===== src/design/tcw_pkg.sv =====
// Shared types and constants of the text console writer.
// Used by tcw_ctrl, tcw_datapath and text_console_writer_top; depends on nothing.
package tcw_pkg;

    localparam int COLUMNS    = 80;
    localparam int ROWS       = 25;
    localparam int CELL_COUNT = COLUMNS * ROWS;
    localparam int TAB_STEP   = 4;

    localparam int ADDR_W = $clog2(CELL_COUNT);
    localparam int CNT_W  = $clog2(CELL_COUNT + 1);
    localparam int COL_W  = $clog2(COLUMNS);
    localparam int ROW_W  = $clog2(ROWS + 1);

    localparam logic [7:0]  BLANK_CHAR  = 8'h20;
    localparam logic [7:0]  RESET_ATTR  = 8'h07;
    localparam logic [15:0] RESET_BLANK = {RESET_ATTR, BLANK_CHAR};

    localparam logic [7:0] CODE_BS  = 8'd8;
    localparam logic [7:0] CODE_TAB = 8'd9;
    localparam logic [7:0] CODE_NL  = 8'd10;
    localparam logic [7:0] CODE_CR  = 8'd13;

    typedef enum logic [1:0] {
        FUNC_PUT   = 2'd0,
        FUNC_READ  = 2'd1,
        FUNC_CLEAR = 2'd2,
        FUNC_NOP   = 2'd3
    } func_t;

    typedef enum logic [2:0] {
        KIND_PRINT,
        KIND_NL,
        KIND_CR,
        KIND_TAB,
        KIND_BS
    } kind_t;

    typedef enum logic [2:0] {
        MEM_IDLE,
        MEM_CHAR,
        MEM_BS_READ,
        MEM_BS_WRITE,
        MEM_CELL_READ,
        MEM_COPY,
        MEM_FILL
    } mem_op_t;

    typedef enum logic [2:0] {
        ST_INIT,
        ST_IDLE,
        ST_EXEC,
        ST_BS_WR,
        ST_COPY,
        ST_FILL,
        ST_RESULT
    } state_t;

    typedef struct packed {
        logic    latch;
        mem_op_t mem_op;
        logic    fill_init;
        logic    cur_step;
        logic    cur_home;
        logic    copy_start;
        logic    fill_start;
        logic    set_scroll;
        logic    out_load;
    } ctrl_cmd_t;

    typedef struct packed {
        func_t func;
        kind_t kind;
        logic  cur_zero;
        logic  wrap;
        logic  copy_done;
        logic  fill_last;
        logic  out_free;
    } dp_status_t;

endpackage


===== src/design/tcw_ctrl.sv =====
// Controller state machine of the text console writer.
// Depends on tcw_pkg; drives tcw_datapath through ctrl_cmd_t.
module tcw_ctrl (
    input  logic                   aclk,
    input  logic                   aresetn,
    input  logic                   s_valid,
    output logic                   s_ready,
    input  tcw_pkg::dp_status_t    status,
    output tcw_pkg::ctrl_cmd_t     cmd
);
    import tcw_pkg::*;

    state_t state_reg, state_next;

    always_ff @(posedge aclk) begin
        if (!aresetn) begin
            state_reg <= ST_INIT;
        end else begin
            state_reg <= state_next;
        end
    end

    always_comb begin
        state_next = state_reg;
        cmd        = '0;
        cmd.mem_op = MEM_IDLE;
        s_ready    = 1'b0;
        case (state_reg)
            ST_INIT: begin
                // reset clearing pass, blanks carry the reset attribute
                cmd.mem_op    = MEM_FILL;
                cmd.fill_init = 1'b1;
                if (status.fill_last) begin
                    state_next = ST_IDLE;
                end
            end
            ST_IDLE: begin
                s_ready = 1'b1;
                if (s_valid) begin
                    cmd.latch  = 1'b1;
                    state_next = ST_EXEC;
                end
            end
            ST_EXEC: begin
                state_next = ST_RESULT;
                case (status.func)
                    FUNC_PUT: begin
                        if (status.kind == KIND_BS) begin
                            if (!status.cur_zero) begin
                                cmd.mem_op   = MEM_BS_READ;
                                cmd.cur_step = 1'b1;
                                state_next   = ST_BS_WR;
                            end
                        end else begin
                            if (status.kind == KIND_PRINT) begin
                                cmd.mem_op = MEM_CHAR;
                            end
                            cmd.cur_step = 1'b1;
                            if (status.wrap) begin
                                cmd.copy_start = 1'b1;
                                cmd.set_scroll = 1'b1;
                                state_next     = ST_COPY;
                            end
                        end
                    end
                    FUNC_READ: begin
                        cmd.mem_op = MEM_CELL_READ;
                    end
                    FUNC_CLEAR: begin
                        cmd.cur_home   = 1'b1;
                        cmd.fill_start = 1'b1;
                        state_next     = ST_FILL;
                    end
                    default: begin
                        state_next = ST_RESULT;
                    end
                endcase
            end
            ST_BS_WR: begin
                cmd.mem_op = MEM_BS_WRITE;
                state_next = ST_RESULT;
            end
            ST_COPY: begin
                cmd.mem_op = MEM_COPY;
                if (status.copy_done) begin
                    state_next = ST_FILL;
                end
            end
            ST_FILL: begin
                cmd.mem_op = MEM_FILL;
                if (status.fill_last) begin
                    state_next = ST_RESULT;
                end
            end
            ST_RESULT: begin
                // hold until the output register is free
                if (status.out_free) begin
                    cmd.out_load = 1'b1;
                    state_next   = ST_IDLE;
                end
            end
            default: begin
                state_next = ST_IDLE;
            end
        endcase
    end

endmodule


===== config.mk =====
export PLATFORM = sky130hd
export DESIGN_NAME = tcw_ctrl
export DESIGN_NICKNAME = d
export VERILOG_FILES = /design/src/design/tcw_pkg.sv /design/src/design/tcw_ctrl.sv
export SDC_FILE = /design/constraint.sdc
export NUM_CORES = 1
export LEC_CHECK = 0
export ABC_AREA = 1
export BUFFER_PORTS_ARGS = -buffer_cell sky130_fd_sc_hd__buf_2
export CAP_MARGIN = 20
export CORE_AREA = 2 2 39 41
export DETAILED_ROUTE_END_ITERATION = 10
export DIE_AREA = 0 0 41 43
export HOLD_SLACK_MARGIN = 0.06
export PLACE_DENSITY = 0.72
export SLEW_MARGIN = 20
export SYNTH_ARGS = -nofsm -noshare
export SYNTH_HDL_FRONTEND = slang
export SYNTH_SLANG_ARGS = --single-unit

===== constraint.sdc =====
create_clock -name aclk -period 1.4 [get_ports aclk]
set_input_delay 0 -clock aclk [delete_from_list [all_inputs] [get_ports aclk]]
set_output_delay 0 -clock aclk [all_outputs]
set_load 0.01 [all_outputs]

==> flow_summary.yaml, run 1 <==
setup_path:
  cpMaxStageDelayCell: "dfxtp_2"
  cp_cell_sequence: "inv_1 -> nand3_2 -> inv_2 -> a32o_1 -> buf_2"
  worst-path-buf-inv: 3
  r2r-start: "state_reg[0]"
  reg2regPathDepth: 8
  rr_endpoint: "state_reg[1]"
  cp-end-kind: "output port"
  worst-r2r-setup-slack_ns: 0.24
  crit_fanout: 5
  crit_family: "flip-flops"
  max_stage_delay_ns: 0.39
  cp.required_ns: 1.40
  cp.arrival_ns: 1.26
  worstSetupPathType: "flip-flop to output port"
  critPathLaunchType: "flip-flop"
  crit_path_start: "state_reg[0]"
clock_tree:
  clockBufferDepth: 2
  clk_pin_slew_ns: 0.04
  cts_setup_buffers: 0
  cts_tree: "done"
  insertion_delay_ns: 0.23
  cts.sinks: 3
  h-tree-depth: 1
  cts_made_buffers: 3
  cts_root_buf: "clkbuf_4"
sta:
  worst_pin_slew_ns: 0.216
  period_share_pct: 90.2
  final_hold_viol_count: 0
  fmax_mhz: 792
  skew_ns: 0.00183
  drv_slew: 0
  max_slew_margin_pct: 85.5
  rsz0062_at_grt: "no"
  fin_tns_setup_ns: 0
  finalCriticalPeriod_ns: 1.26
  finalSetupViolations: 0
  finalWorstSetupSlack_ns: 0.137
detailed_routing:
  drc: 0
  viasPerCell: 4.45
  routed_wl_mm: 1.05
  dr.first_iter.drc_count: 8
  antenna_left: 0
  dr.pass1.iters: 4
  wl_per_cell_um: 8.93
  vias: 525
floorplan:
  rows: 14
  die_y_um: 43
  core_area_um2: 1380
  die_w_um: 41
  dieArea_um2: 1760
  pin_count: 25
  start_util_pct: 30.7
logic_synthesis:
  syn_nets: 88
  synth_top_cell_area_share_pct: 14.2
  synth_edf_count: 0
  syn_area_um2: 424
  synthTopCellsByArea: "dfxtp_1 (14%), inv_1 (14%), nand2_1 (12%)"
  synth.most_common_cell: "inv_1"
  ys_types: 22
  syn_inst: 75
  synth_seq_area_share_pct: 14.2
  yosysWarnings: 0
  synth_area_per_cell_um2: 5.66
  yosys.area.top_type: "dfxtp_1"
  synthArstFlopShare_pct: 0
  synth_common_cells: "inv_1 (16), nand2_1 (13), nor2_1 (12)"
  ys_ff_latch: 3
  synthFlopType: "dfxtp_1"
grt:
  grt_overflow_total: 0
  grt_max_degree: 7
  grtUsageTotal_pct: 14.0
  grt_util_met3_pct: 3.14
  grt_pass1_wl_mm: 1.64
  grt_use_met1_pct: 16.1
  grt_pass1_vias: 451
  busiest_layer: "met2"
  grtUsageMet2_pct: 21.3
  antenna_found_initial: 0
run_status:
  outcome: "completed"
final_layout:
  synthToLayoutAreaGrowth_pct: 38.9
  layout.cells.non_filler: 118
  drive_above_1_share_pct: 42.2
  diodes: 0
  largest_register_ffs: 3
  layout.nets: 116
placed_design:
  place_congestion: 0.860
  placed_cells: 113
  dpl_worst_slack_ns: 0.151
  dp_hpwl_um: 887
  port_buffers: 24
power_and_ir_drop:
  powerDensity_nw_per_um2: 1770
  vdd_drop_max_mv: 0.714
  design_power_total_w: 0.00104
  leakage_nw: 0.365
worst_hold_path:
  min_from: "status[1]"
  hp-class: "input port to flip-flop"
  hold_end: "state_reg[0]"
  hold_depth: 6
job:
  max-cap-violations: 0
==> power by group <==
group,internal [W],switching [W]
Combinational,0.000276,0.000420
Sequential,0.000128,0.0000669
Clock,0.000107,0.0000449
==> layout make-up <==
cell class / instances / area, um^2
inverter: 18 / 67.6
multi-input combinational: 52 / 282
sequential: 3 / 63.8
tap: 16 / 20.0
clock buffer: 4 / 26.3
timing repair buffer: 25 / 130
fill: 172 / 795
==> metal layers <==
| metal | share of wire, % | up-vias |
|---|---|---|
| li1 | - | 290 |
| met2 | 49 | 17 |
| met5 | 0 | - |
| met4 | 0.95 | 0 |
| met3 | 6.6 | 2 |
| met1 | 44 | 216 |
==> cell usage in the layout (no fill, tap or decap), drive strengths merged <==
cell type,n
dlygate4sd3,1
dfxtp,3
nor2,14
o21a,1
a32o,1
nand3b,1
nor4,1
nand4,2
buf,24
o211ai,1
nand3,8
inv,18
a21oi,4
nand2,17
clkbuf,4
a311oi,1
nor3,1
==> through the flow <==
step	hold slack [ns]	instance area (um^2)	util, %
3_3_place_gp	0.248	549	39.7
5_1_grt	0.263	589	42.6
2_1_floorplan	0.109	424	-
3_5_place_dp	0.248	549	39.7
4_1_cts	0.233	587	42.4
6_report	0.229	589	42.6
==> kinds of logic (layout without fill, tap and decap cells) <==
family	count (synthesis)	after routing	synth area share, %
buffers and inverters	20	47	19.5
AOI/OAI and AO/OA	8	8	13.6
DFF	3	3	14.2
and+or+nand+nor	44	44	52.8
==> tightest hold or removal path: stages <==
cell     delay, ns
buf_2         0.09
inv_1         0.05
nand2_2       0.07
nand4_2       0.08
nor2_1        0.05
nor2_1        0.08
==> how the worst max path moves through the flow <==
stage,to,slack (ns),cells past startpoint
after detailed placement,state_reg[0],0.15,7
after global routing,cmd[7],0.01,6
after CTS,cmd[9],0.04,5
final,cmd[9],0.14,5
after floorplan,state_reg[1],0.23,8
after global placement,state_reg[0],0.15,7
==> what timing repair did <==
action / in CTS / in global routing
endpoints found under the hold margin: 3 / 0
endpoints found under the setup margin: 1 / 5
hold buffers: 1 / 0
gates resized for setup: 1 / 3
(Power assumes the default switching activity.)
==> run 2, diff against run 1 <==
--- a/config.mk
+++ b/config.mk
@@ -5,14 +5,13 @@
 export SDC_FILE = /design/constraint.sdc
 export NUM_CORES = 1
 export LEC_CHECK = 0
-export ABC_AREA = 1
 export BUFFER_PORTS_ARGS = -buffer_cell sky130_fd_sc_hd__buf_2
 export CAP_MARGIN = 20
 export CORE_AREA = 2 2 39 41
 export DETAILED_ROUTE_END_ITERATION = 10
 export DIE_AREA = 0 0 41 43
 export HOLD_SLACK_MARGIN = 0.06
-export PLACE_DENSITY = 0.72
+export PLACE_DENSITY = 0.67
 export SLEW_MARGIN = 20
 export SYNTH_ARGS = -nofsm -noshare
 export SYNTH_HDL_FRONTEND = slang
==> run 2 against run 1 <==
  * Sequential share of layout area rose by 0.26 points
  * Sequential power fell by 21%
  * Critical path depth did not move
  * Final cell count fell by 14%
  * Hold slack got worse by 0.11 ns
  * Design area rose by 1.5%
  * Fmax fell by 5.5%
  * Routed wire length rose by 4.9%
  * Clock-buffer cell count did not move
  * Global-route usage fell by 0.21 points
  * Non-clock buffer count rose by 7
  * Largest power group unchanged
==> flow_summary.yaml, run 2 <==
run_status:
  outcome: "completed"
logic_synthesis:
  synthArstFlopShare_pct: 0
  synth_seq_area_share_pct: 16.3
  synthTopCellsByArea: "dfxtp_1 (16%), nor2_1 (9.2%), buf_4 (8.2%)"
  ys_types: 26
  syn_inst: 54
  ys_ff_latch: 3
  synth_top_cell_area_share_pct: 16.3
  synth_edf_count: 0
  yosysWarnings: 0
  synth_area_per_cell_um2: 6.81
  synth_common_cells: "nor2_1 (9), buf_4 (4), nand2_1 (4)"
  synthFlopType: "dfxtp_1"
  syn_area_um2: 368
  synth.most_common_cell: "nor2_1"
  yosys.area.top_type: "dfxtp_1"
  syn_nets: 67
placed_design:
  place_congestion: 0.778
  dp_hpwl_um: 848
  place_area_um2: 508
  placed_cells: 94
  port_buffers: 24
detailed_routing:
  viasPerCell: 4.95
  antenna_left: 0
  routed_wl_mm: 1.11
  dr.pass1.iters: 4
  vias: 500
  wl_per_cell_um: 11.0
  dr.first_iter.drc_count: 5
  drc: 0
clock_tree:
  cts_made_buffers: 3
  clk_pin_slew_ns: 0.04
  insertion_delay_ns: 0.24
  cts.sinks: 3
  cts_tree: "done"
  clockBufferDepth: 2
  cts_root_buf: "clkbuf_4"
  h-tree-depth: 1
setup_path:
  cp_cell_sequence: "buf_4 -> nor2b_1 -> a22oi_2 -> o41ai_2 -> buf_2"
  worstSetupPathType: "flip-flop to output port"
  crit_fanout: 7
  cp-end-kind: "output port"
  max_stage_delay_ns: 0.40
  critPathLaunchType: "flip-flop"
  cp.arrival_ns: 1.34
  cp.required_ns: 1.40
  cpMaxStageDelayCell: "dfxtp_4"
grt:
  grt_pass1_wl_mm: 1.67
  grt_overflow_total: 0
  antenna_found_initial: 0
  grt_pass1_vias: 431
  grt_max_degree: 10
  grtUsageTotal_pct: 13.7
final_layout:
  synthToLayoutAreaGrowth_pct: 62.6
  drive_above_1_share_pct: 50.6
  fin_area_um2: 598
  largest_register_ffs: 3
  fillers: 149
  layout.cells.non_filler: 101
  layout.nets: 99
  mostFrequentLayoutCells: "buf_2 (24), nor2_1 (9), buf_4 (7)"
  final_common_cell: "buf_2"
  diodes: 0
sta:
  rsz0062_at_grt: "yes"
  final_hold_viol_count: 0
  skew_ns: 0.00605
  fmax_mhz: 748
  max_slew_margin_pct: 82.9
  worst_pin_slew_ns: 0.257
  drv_slew: 0
  period_share_pct: 95.5
  finalCriticalPeriod_ns: 1.34
  finalSetupViolations: 0
floorplan:
  die_y_um: 43
  die_w_um: 41
  rows: 14
  start_util_pct: 26.6
  dieArea_um2: 1760
  pin_count: 25
  core_area_um2: 1380
power_and_ir_drop:
  comb_power_share_pct: 58.0
  powerDensity_nw_per_um2: 1250
  leakage_nw: 0.293
  p_switching_w: 0.000302
  p_int_w: 0.000446
  sw_frac_of_total_pct: 40.4
  seqPwrFrac_pct: 20.6
  vdd_drop_max_mv: 0.557
  clock_power_share_pct: 21.4
job:
  max-cap-violations: 0
worst_hold_path:
  hp-class: "input port to flip-flop"
## run 2: cell type report
type,instances,area [um^2],share of cell area (%)
sequential,3,66.3,11.1
tap,16,20.0,3.35
multi-input combinational,44,295,49.4
timing repair buffer,32,183,30.5
clock buffer,4,26.3,4.39
inverter,2,7.51,1.26
## run 2: through the flow
| stage | hold slack (ns) | util, % | power [W] | setup slack, ns | TNS (ns) |
|---|---|---|---|---|---|
| 6_report | 0.119 | 43.2 | 0.000749 | 0.0628 | 0 |
| 5_1_grt | 0.156 | 43.2 | 0.000805 | -0.00268 | -0.00268 |
| 4_1_cts | 0.116 | 41.3 | 0.000717 | 0.0158 | 0 |
| 3_5_place_dp | 0.262 | 36.7 | 0.000529 | 0.0158 | 0 |
| 3_3_place_gp | 0.260 | 36.7 | 0.000523 | 0.0414 | 0 |
| 2_1_floorplan | 0.0896 | - | 0.000384 | 0.171 | 0 |
## run 2: path summary, 6_finish.rpt
check                from            to  slack [ns]  cells after the start
min             status[0]  state_reg[2]        0.12                      4
min reg2reg  state_reg[2]  state_reg[1]        0.63                      2
max reg2reg  state_reg[0]  state_reg[1]        0.09                      6
max          state_reg[0]        cmd[7]        0.06                      5
## run 2: kinds of logic (layout without fill, tap and decap cells)
group	Yosys count	count (layout)	share of synthesized area (%)
xor gates and xnor gates	1	1	2.38
buffers and inverters	7	38	12.2
AOI/OAI and AO/OA	13	13	23.5
muxes	2	2	5.44
and+or+nand+nor	28	28	40.1
DFF	3	3	16.3
## run 2: critical path, delay by kind of cell (launching register included)
family	cells	cell delay, ns
buffers and inverters	2	0.33
AOI/OAI and AO/OA	2	0.16
DFF	1	0.40
and+or+nand+nor	1	0.20
## run 2: timing repair
action	4_1_cts	5_1_grt
endpoints found under the hold margin	3	0
buffers inserted	2	0
hold buffers	1	0
resized for setup	4	6
gates cloned	0	0
pin swaps	1	0
endpoints found under the setup margin	1	4
## run 2: routing by layer
metal | part of all wire [%] | track usage [%]
met5 | 0 | 0
met2 | 48 | 22.5
met3 | 7.2 | 3.14
met4 | 1.8 | 6.00
met1 | 42 | 16.0
## run 2: power groups by stage
stage	Sequential, W	Combinational, W	Clock [W]
floorplan	0.000118	0.000265	0
global placement	0.000138	0.000385	0
detailed placement	0.000138	0.000390	0
CTS	0.000142	0.000413	0.000162
global route	0.000162	0.000480	0.000163
finish	0.000154	0.000434	0.000160
==> run 3, diff against run 2 <==
--- a/config.mk
+++ b/config.mk
@@ -5,13 +5,14 @@
 export SDC_FILE = /design/constraint.sdc
 export NUM_CORES = 1
 export LEC_CHECK = 0
-export BUFFER_PORTS_ARGS = -buffer_cell sky130_fd_sc_hd__buf_2
+export BUFFER_PORTS_ARGS = -buffer_cell sky130_fd_sc_hd__buf_4
 export CAP_MARGIN = 20
 export CORE_AREA = 2 2 39 41
 export DETAILED_ROUTE_END_ITERATION = 10
 export DIE_AREA = 0 0 41 43
 export HOLD_SLACK_MARGIN = 0.06
 export PLACE_DENSITY = 0.67
+export SETUP_SLACK_MARGIN = 0.4
 export SLEW_MARGIN = 20
 export SYNTH_ARGS = -nofsm -noshare
 export SYNTH_HDL_FRONTEND = slang
==> run 3 against run 2 <==
  * Hold slack lost 0.0056 ns
  * Design area grew 55%
  * Utilization grew 24 points
  * Clock-buffer cell count is the same
  * Critical path type is now flip-flop to flip-flop
==> flow_summary.yaml, run 3 (synthesized netlist as in run 2, its figures left out) <==
run_status:
  outcome: "completed"
setup_path:
  reg2regPathDepth: 5
  cp_cell_sequence: "buf_4 -> mux2i_1 -> a22oi_2 -> nand2_1 -> a221oi_2"
  cp.arrival_ns: 1.47
  worstSetupPathType: "flip-flop to flip-flop"
  critPathLaunchType: "flip-flop"
  rr_endpoint: "state_reg[1]"
  max_stage_delay_ns: 0.35
  worst-path-buf-inv: 1
  cpMaxStageDelayCell: "dfxtp_4"
  worst-r2r-setup-slack_ns: 0.07
  cp-end-kind: "flip-flop"
  r2r-start: "state_reg[0]"
  cp.required_ns: 1.54
  crit_fanout: 4
  crit_family: "compound AO/OA/AOI/OAI gates"
final_layout:
  diodes: 0
  final_common_cell: "buf_4"
  drive_above_1_share_pct: 72.7
  layout.nets: 113
  synthToLayoutAreaGrowth_pct: 152
  mostFrequentLayoutCells: "buf_4 (26), buf_6 (19), nor2_1 (6)"
  largest_register_ffs: 3
floorplan:
  start_util_pct: 26.6
  die_w_um: 41
  dieArea_um2: 1760
  pin_count: 25
  rows: 14
  core_area_um2: 1380
  die_y_um: 43
detailed_routing:
  vias: 572
  viasPerCell: 4.97
  drc: 0
  antenna_left: 0
  dr.first_iter.drc_count: 4
  routed_wl_mm: 1.61
  dr.pass1.iters: 3
  wl_per_cell_um: 14.0
grt:
  grtUsageTotal_pct: 17.1
  grt_pass1_vias: 562
  antenna_found_initial: 0
  grt_pass1_wl_mm: 2.06
  grt_overflow_total: 0
  grt_max_degree: 11
clock_tree:
  cts.sinks: 3
  insertion_delay_ns: 0.24
  cts_root_buf: "clkbuf_4"
  cts_tree: "done"
  h-tree-depth: 1
  clockBufferDepth: 2
  cts_made_buffers: 3
  clk_pin_slew_ns: 0.04
worst_hold_path:
  hp-class: "input port to flip-flop"
  hold_depth: 4
  min_from: "status[0]"
  hold_end: "state_reg[2]"
power_and_ir_drop:
  powerDensity_nw_per_um2: 1210
  vdd_drop_max_mv: 0.540
  leakage_nw: 0.421
placed_design:
  dp_hpwl_um: 807
  port_buffers: 24
  place_congestion: 0.781
  dpl_worst_slack_ns: 0.0464
sta:
  period_share_pct: 95.3
  fin_tns_setup_ns: 0
  worst_pin_slew_ns: 0.253
  max_slew_margin_pct: 83.1
  drv_slew: 0
  fmax_mhz: 750
  finalSetupViolations: 0
  skew_ns: 0.00610
  finalWorstSetupSlack_ns: 0.0663
  rsz0062_at_grt: "yes"
  final_hold_viol_count: 0
  finalCriticalPeriod_ns: 1.33
job:
  max-cap-violations: 0
## run 3: how the worst max path moves through the flow
stage / from / end / slack, ns / cells after the start
2_1_floorplan: state_reg[0] / state_reg[1] / 0.21 / 5
3_3_place_gp: state_reg[0] / state_reg[1] / 0.06 / 4
3_5_place_dp: status[6] / state_reg[0] / 0.05 / 5
4_1_cts: state_reg[1] / cmd[7] / 0.09 / 5
5_1_grt: state_reg[1] / state_reg[1] / -0.03 / 6
6_report: state_reg[0] / state_reg[1] / 0.07 / 5
## run 3: worst min-delay path: stages
cell and delay [ns]:
buf_4 0.09, nor2_1 0.04, o21ai_2 0.15, a21oi_2 0.04
## run 3: final cells by class
type / count / area, um^2
flip-flops and latches: 3 / 67.6
inverters: 2 / 7.51
well taps: 16 / 20.0
clock buffers: 4 / 26.3
repair buffers: 46 / 419
fillers: 106 / 457
multi-input cells: 44 / 387
## run 3: repair_timing
item | in CTS | in global routing
gates resized for setup | 24 | 26
setup buffers | 10 | 7
setup endpoints to repair | 15 | 15
pin swaps | 6 | 7
cloned | 0 | 0
hold buffers | 1 | 0
hold endpoints to repair | 3 | 0
## run 3: where the power goes
part           internal (W)  leakage, nW  switching [W]  total, W
Clock              0.000107       0.0150      0.0000512  0.000158
Combinational      0.000470        0.380       0.000352  0.000822
Sequential         0.000113       0.0260      0.0000254  0.000138
Total              0.000690        0.421       0.000429   0.00112
## run 3: per-layer routing
metal  GRT usage (%)  vias to the layer above  routed length (um)
met1            15.7                      264                 567
met4            12.7                        0                  44
li1                -                      281                   -
met2            30.3                       21                 887
met5               0                        -                   0
met3            3.14                        6                 108
## run 3: metrics by stage
stage / area [um^2] / hold slack (ns) / power [W] / std cells / util (%)
after floorplan: 387 / 0.0689 / 0.000401 / 54 / -
after global placement: 576 / 0.257 / 0.000567 / 93 / 41.6
after detailed placement: 576 / 0.267 / 0.000571 / 93 / 41.6
after CTS: 774 / 0.103 / 0.000927 / 108 / 56.0
after global routing: 927 / 0.131 / 0.00119 / 115 / 67.0
final: 927 / 0.113 / 0.00112 / 115 / 67.0
